<file path="src/hw/rtl/cmwc4096_random_generator_defines.svh">
// assertion helpers for the cmwc4096 generator
`ifndef CMWC4096_RANDOM_GENERATOR_DEFINES_SVH
`define CMWC4096_RANDOM_GENERATOR_DEFINES_SVH

// same-cycle implication, sampled on clk, off during rst
`define CMWC_ASSERT_NOW(label, pre, post) \
  label: assert property (@(posedge clk) disable iff (rst) (pre) |-> (post)) \
    else $error("cmwc4096 same-cycle check failed");

// next-cycle implication, sampled on clk, off during rst
`define CMWC_ASSERT_NEXT(label, pre, post) \
  label: assert property (@(posedge clk) disable iff (rst) (pre) |=> (post)) \
    else $error("cmwc4096 next-cycle check failed");

`endif

</file>
<file path="src/hw/rtl/cmwc_pkg.sv">
package cmwc_pkg;

  localparam int WORD_W  = 32;
  localparam int CARRY_W = 19;
  localparam int MULT_W  = 15;
  localparam int PROD_W  = 48;
  localparam int CMD_W   = 2;

  localparam int LAG_DEPTH_DEFAULT = 4096;

  localparam logic [MULT_W-1:0]  MULT       = 15'd18782;
  localparam logic [CARRY_W-1:0] CARRY_INIT = 19'd362436;
  localparam logic [WORD_W-1:0]  GOLDEN     = 32'h9e37_79b9;
  localparam logic [WORD_W-1:0]  COMPL_BASE = 32'hffff_fffe;

  // command codes
  localparam logic [CMD_W-1:0] CMD_RAW    = 2'd0;
  localparam logic [CMD_W-1:0] CMD_RANGE  = 2'd1;
  localparam logic [CMD_W-1:0] CMD_RESEED = 2'd2;
  localparam logic [CMD_W-1:0] CMD_UNUSED = 2'd3;

  typedef enum logic [2:0] {
    ST_IDLE,
    ST_LIMIT,
    ST_MUL,
    ST_FIN,
    ST_MODULO,
    ST_FILL,
    ST_EMIT
  } state_t;

  typedef struct packed {
    logic              start;
    logic [WORD_W-1:0] dividend;
    logic [WORD_W-1:0] divisor;
  } div_req_t;

  typedef struct packed {
    logic              busy;
    logic              done;
    logic [WORD_W-1:0] rem;
  } div_rsp_t;

endpackage

</file>
<file path="src/hw/rtl/cmwc_mod_unit.sv">
module cmwc_mod_unit (
  input  logic               clk,
  input  logic               rst,
  input  cmwc_pkg::div_req_t req,
  output cmwc_pkg::div_rsp_t rsp
);

  localparam int W  = cmwc_pkg::WORD_W;
  localparam int CW = $clog2(W);

  logic          busy;
  logic          done;
  logic [CW-1:0] cnt;
  logic [W-1:0]  rem;
  logic [W-1:0]  dvd;
  logic [W-1:0]  divisor;

  logic [W:0]   shifted;
  logic [W+1:0] diff;

  // one quotient bit a cycle, restoring
  assign shifted = {rem, dvd[W-1]};
  assign diff    = {1'b0, shifted} - {2'b00, divisor};

  always_ff @(posedge clk) begin
    if (rst) begin
      busy <= 1'b0;
      done <= 1'b0;
      cnt  <= '0;
    end else begin
      done <= 1'b0;
      if (req.start) begin
        busy <= 1'b1;
        cnt  <= '0;
      end else if (busy) begin
        cnt <= cnt + 1'b1;
        if (cnt == CW'(W - 1)) begin
          busy <= 1'b0;
          done <= 1'b1;
        end
      end
    end
  end

  always_ff @(posedge clk) begin
    if (req.start) begin
      rem     <= '0;
      dvd     <= req.dividend;
      divisor <= req.divisor;
    end else if (busy) begin
      dvd <= {dvd[W-2:0], 1'b0};
      if (diff[W+1]) begin
        rem <= shifted[W-1:0];
      end else begin
        rem <= diff[W-1:0];
      end
    end
  end

  assign rsp.busy = busy;
  assign rsp.done = done;
  assign rsp.rem  = rem;

endmodule

</file>
<file path="config.mk">
export PLATFORM = sky130hd
export DESIGN_NAME = cmwc_mod_unit
export DESIGN_NICKNAME = d
export VERILOG_FILES = /design/src/hw/rtl/cmwc4096_random_generator_defines.svh /design/src/hw/rtl/cmwc_pkg.sv /design/src/hw/rtl/cmwc_mod_unit.sv
export SDC_FILE = /design/constraint.sdc
export NUM_CORES = 1
export LEC_CHECK = 0
export ABC_AREA = 1
export BUFFER_PORTS_ARGS = -buffer_cell sky130_fd_sc_hd__buf_2
export CORE_MARGIN = 5
export CORE_UTILIZATION = 44
export CTS_CLUSTER_DIAMETER = 30
export DETAILED_ROUTE_END_ITERATION = 8
export PLACE_DENSITY = 0.77
export SLEW_MARGIN = 20
export SYNTH_ARGS = -nofsm -noshare
export SYNTH_HDL_FRONTEND = slang
export SYNTH_SLANG_ARGS = --single-unit
</file>
<file path="constraint.sdc">
create_clock -name clk -period 2.1 [get_ports clk]
set_input_delay 0.315 -clock clk [delete_from_list [all_inputs] [get_ports clk]]
set_output_delay 0.315 -clock clk [all_outputs]
set_load 0.03 [all_outputs]
</file>
==> results of run 1 <==
power by group:
group / internal [W] / switching (W)
clock: 0.000871 / 0.000906
combinational: 0.000321 / 0.000443
sequential: 0.00228 / 0.0000385
total: 0.00348 / 0.00139
worst paths after layout:
path,start,end,slack (ns),cells after the start
setup / recovery,divisor[0],rem[22],0.01,14
hold / removal,req[11],divisor[11],0.12,1
setup reg to reg,divisor[0],rem[22],0.01,14
hold reg to reg,cnt[4],cnt[4],0.48,2
routing by layer:
metal  track usage  up-vias
li1              -     3473
met1         0.288     3164
met2         0.333      220
met3        0.0360       38
met4        0.0756        2
met5             0        -
cell type report:
| cell class | count | share of cell area |
|---|---|---|
| inverters | 187 | 0.0745 |
| flip-flops and latches | 103 | 0.287 |
| clock buffers | 9 | 0.0239 |
| repair buffers | 210 | 0.154 |
| clock inverters | 7 | 0.00970 |
| well taps | 211 | 0.0280 |
| multi-input cells | 683 | 0.423 |
metrics by stage:
step	cell area (sq um)	hold WS, ns
global route	9420	0.106
global placement	8270	0.454
detailed placement	8270	0.469
floorplan	6930	0.391
finish	9420	0.117
CTS	8640	0.109
what timing repair did:
item | 4_1_cts | 5_1_grt
setup endpoints to repair | 16 | 32
resized for setup | 10 | 144
setup buffers | 2 | 15
pin swaps | 0 | 28
cloned | 0 | 2
registers in the layout, summed over array words and instances, names as in the netlist:
register	count
rem	32
dvd	32
cnt	5
busy	1
divisor	32
done	1
cell families after synthesis:
| family | share of synthesized area |
|---|---|
| simple gates | 0.371 |
| buf+inv | 0.124 |
| xor+xnor | 0.0177 |
| fa+ha+maj | 0.0642 |
| flops | 0.390 |
| compound gates | 0.0328 |
placed cells by master (no fill, tap or decap), types with 3 or more instances in the layout:
cell and instances:
a21oi_1 13, a21oi_2 8, and2_1 3, buf_12 5, buf_2 100, buf_4 98
buf_6 3, clkbuf_16 11, dfxtp_1 39, edfxtp_1 64, ha_1 13, ha_4 20
inv_1 170, inv_2 17, inv_8 3, nand2_1 353, nand2_2 57, nand2_4 7
nand3_1 66, nand3_2 20, nand3b_1 12, nand4_1 8, nor2_1 28, nor2_2 16
nor2_4 6, nor3_1 6, o21ai_0 3, o21ai_1 13, xnor2_1 13
==> results.md, run 1 <==
- Outcome: completed
- Critical Path Source Type: register
- Fin. Hold Viols: 0
- CP required: 2.36 ns
- Synth top area cells: edfxtp_1 (28%), nand2_1 (22%), dfxtp_1 (11%), inv_1 (9.7%), ha_1 (6.1%)
- Crit-path most repeated cell: nand2_1
- Setup TNS: 0 ns
- First-pass GRT wire length: 30800 microns
- Layout cells sized above 1: 0.325
- I/O Pins: 101
- Total Power: around 0.0049 W
- Row cnt: 45
- Slew Viols, Final: 0
- Post-synth cell types: 36
- Power Density: 517 mW/mm^2
- Met2 WL: 9390 microns
- Ys Warns: 0
- Critical-path top delay cell: edfxtp_1
- Period utilization: 0.993
- Starting Density: 0.453
- Root Buffer: clkbuf_16
- Htree depth: 3
- Static Leakage: ~5.0 nW
- Synth cell count leaders: nand2_1 (409), inv_1 (179), nand3_1 (80), edfxtp_1 (64), nor2_1 (44)
- # diodes: 0
- Routed met3 length: around 1200 microns
- Max layer used: met5
- GP Congestion: 0.962
- Cell with the most instances after synthesis: nand2_1
- Sequential-to-total area share from yosys stat: 0.390
- Post-synthesis average cell area: 6.95 sq um
- Post-synthesis cell count: ~1000
- Pre-CTS worst setup slack: -0.213 ns
- Die area: 0.0184 sq mm
- CP arrival: approximately 2.3 ns
- Hold WC Path Type: primary input to register
- Worst skew pair latency: roughly 0.37 ns
- WP buf/inv: 1
- GRT Residual Overflow: 0
- HPWL Detailed: between 10000 and 15000 microns
- CTS tree: built
- M1 WL: 8940 microns
- Top cell type's share of synthesized area: 0.277
- Drt wl/cell: about 14 microns
- Vias in the first global route: 6457
- Max Clock Freq: about 480 MHz
- Synth Flop Type: edfxtp_1
- Initial antenna violation count: 1
- Final core occ: 0.615
- Post-Synthesis Net Count: approximately 1100
- Pre-antenna DRT Iters: 5
- CP Capture Type: register
- # clock sinks: between 100 and 150
- Reg clk slew, reported paths: about 0.08 ns
- Slew headroom: 0.724
- Layout Cells excl Fill: 1410
- Initial DRC count: 578
- Total wire length: around 20000 microns
- Routed vias/inst: just under 5
- Core area: about 0.015 sq mm
- Worst stage delay on the critical path: around 0.38 ns
- Filler cells: 1355
- Critical path's top delay family: simple AND/OR/NAND/NOR gates
- VDD IR-drop max: just under 0.5 mV
- Area of the multi-input gates: between 0.003 and 0.004 sq mm
- Mapped Area: around 0.0069 sq mm
- RSZ-0062 raised after global routing: true
- Setup CP Type: register to register
- Worst setup skew after layout: around 0.013 ns
- Fin worst setup slack: about 0.015 ns
- GRT Util Overall: 0.209
- Clock Path Buffers: 2
- Number of flops mapped to enable cells by yosys: 64
- Die width: roughly 140 microns
- Setup violators final: 0
- Slew @ Worst Pin: 0.414 ns
- Largest net degree at the start of global routing: 38
- Total area of sequential cells: around 0.0027 sq mm
- # port buffers: 100
- Peak fanout along the critical path: 4
- Residual DRC count: 0
- Max Cap Viol: 0
- CTS Buf Count: 9
- Hold buffer count at cts: 0
- Cells after DPL: between 1000 and 1500
- Vias: around 6900
- Nets@finish: approximately 1300
- Layout area overhead: 35.9%
- Post-route minimum period: about 2.1 ns
- Async set-reset flop share out of synthesis: 0
- ANT nets after route: 0
- Die Span Y: 136 microns
- Cell taking the most area after synthesis: edfxtp_1
- CP Cell Sequence: ha_2 -> fa_2 -> inv_2 -> nand3_1 -> nand3_2 -> nand2_1 -> nand2_2 -> nand2_1 -> nand3_1 -> nand2_1 -> nand2_1 -> nand2_1 -> nand3_1 -> nand2_1
- Synthesis-stage register bit count: a little over 100
(Power assumes the default switching activity.)
==> run 2: changes to the inputs <==
clock period = 1.9 ns   (was 2.1 ns; I/O delays follow)
==> results.md, run 2 (synthesis results as in run 1) <==
- Critical Path Sink: rem[6]
- VDD IR-drop max: about 0.5 mV
- CP arrival: roughly 2.3 ns
- # clock sinks: around 100
- Critical Path Source Type: register
- Setup TNS: -4.53 ns
- P_int: 0.00392 W
- Slew Viols, Final: 0
- Worst r2r src: divisor[30]
- CTS Buf Count: 9
- Hold WC Path Type: primary input to register
- Row cnt: 45
- Vias: 7355
- Static Leakage: approximately 5.7 nW
- Initial DRC count: between 500 and 600
- Max Clock Freq: around 480 MHz
- Die area: about 0.018 sq mm
- Worst setup skew after layout: 0.0169 ns
- Slack of the worst reg-to-reg path: -0.19 ns
- Worst setup path startpoint: divisor[30]
- Total wire length: around 22000 microns
- Routed vias/inst: between 4 and 5
- ANT nets after route: 0
- Core area: approximately 0.015 sq mm
- Pre-antenna DRT Iters: 5
- Combinational share of power: 0.174
- Layout area overhead: 49.7%
- Max Cap Viol: 0
- Htree depth: 3
- Reg-to-Reg End: rem[6]
- Die width: about 140 microns
- RSZ-0062 raised after global routing: true
- Filler cells: 1280
- Power share of the clock group: 0.363
- GRT Util Overall: 0.241
- Outcome: complete, but fails checks
- Starting Density: 0.453
- Reg clk slew, reported paths: approximately 0.090 ns
- GRT Residual Overflow: 0
- Nets@finish: 1373
- CTS tree: built
- CP required: between 2 and 2.5 ns
- Net Sw Power: 0.00162 W
- Largest net degree at the start of global routing: 46
- Post-route minimum period: around 2.1 ns
- First-pass GRT wire length: roughly 35000 microns
- HPWL Detailed: 15400 microns
- Worst Hold Depth: 1
- Final core occ: 0.678
- Residual DRC count: 0
- Drt wl/cell: 15.0 microns
- Layout cells sized above 1: 0.412
- # port buffers: 100
- I/O Pins: around 100
- Slew headroom: 0.702
- Clock Path Buffers: 2
- Initial antenna violation count: 0
- CP Capture Type: register
- Top flop regs: divisor: 32 flops, dvd: 32 flops, rem: 32 flops
- Root Buffer: clkbuf_16
- Vias in the first global route: between 7000 and 8000
- Worst r2r path cells: 13
- GP Congestion: 0.917
- Flop pwr share: 0.463
- Power Density: approximately 530 mW/mm^2
- Fin worst setup slack: -0.188 ns
- Period utilization: 1.10
- Fin. Hold Viols: 0
- Slew @ Worst Pin: approximately 0.45 ns
- Setup CP Type: register to register
- Worst skew pair latency: roughly 0.37 ns
- Die Span Y: approximately 140 microns
- Commonest non-fill, non-tap cell in the layout: nand2_1
- Hold buffer count at cts: 0
- Setup violators final: 32
- Most frequent cells in the layout: nand2_1 (337), inv_1 (160), buf_4 (156), buf_2 (100), edfxtp_1 (64)
- Peak fanout along the critical path: 3
- Failing checks: setup timing
- # diodes: 0
- Switching Share: 0.293
-- run 2: cell count changes in the layout (fill, tap and decap cells not counted), sizes merged --
cell,delta
buf,+74
bufbuf,+1
nor2,+1
clkbuf,-2
nand2,+3
-- run 2: final cells by class --
type | instances | area (sq um) | area share
clock inverter | 7 | 96.3 | 0.00928
clock buffer | 9 | 225 | 0.0217
multi-input combinational | 687 | 4260 | 0.410
sequential | 103 | 2740 | 0.264
timing repair buffer | 283 | 2090 | 0.202
inverter | 187 | 702 | 0.0676
tap | 211 | 264 | 0.0254
-- run 2: worst min path at each step --
stage / start / end / slack, ns
4_1_cts: req[8] / divisor[8] / 0.07
2_1_floorplan: rst / busy / 0.36
3_5_place_dp: req[15] / divisor[15] / 0.46
5_1_grt: req[13] / divisor[13] / 0.08
3_3_place_gp: cnt[4] / cnt[4] / 0.46
6_report: req[8] / divisor[8] / 0.09
-- run 2: layer usage --
| layer | GRT usage | wire length, microns | vias up |
|---|---|---|---|
| met4 | 0.0985 | 846 | 0 |
| met3 | 0.0397 | 1600 | 74 |
| met1 | 0.318 | 9430 | 3352 |
| li1 | - | - | 3656 |
| met2 | 0.394 | 10500 | 273 |
| met5 | 0 | 0 | - |
-- run 2: power by group through the flow --
stage	logic, W	clock network [W]	registers (W)
4_1_cts	0.000888	0.00205	0.00257
3_5_place_dp	0.000777	0	0.00262
5_1_grt	0.00106	0.00212	0.00258
3_3_place_gp	0.000764	0	0.00261
6_report	0.000966	0.00202	0.00257
2_1_floorplan	0.000408	0	0.00261
-- run 2: critical path, stage by stage (launching register included) --
cell	delay, ns
edfxtp_1	0.39
inv_2	0.08
ha_4	0.21
a21oi_4	0.14
nor2_2	0.05
nor3_2	0.21
nand2_2	0.13
buf_6	0.15
nor2_4	0.15
buf_6	0.12
buf_6	0.09
nand3_1	0.08
nand3_1	0.09
o21ai_1	0.07
-- run 2: through the flow --
step                      cells  hold WS, ns  area, sq um  worst slack, ns  total power, W
after CTS                  1484       0.0750        10100           -0.111         0.00550
after global routing       1487       0.0785        10400           -0.269         0.00576
after detailed placement   1438        0.463         8850           -0.390         0.00339
final                      1487       0.0852        10400           -0.188         0.00555
after floorplan             997        0.361         7060           0.0135         0.00302
after global placement     1438        0.456         8850           -0.351         0.00337
-- run 2: repair_timing --
item | 4_1_cts | 5_1_grt
gates cloned | 7 | 0
buffers inserted | 24 | 3
pin swaps | 51 | 44
gates resized for setup | 137 | 74
endpoints found under the setup margin | 32 | 32
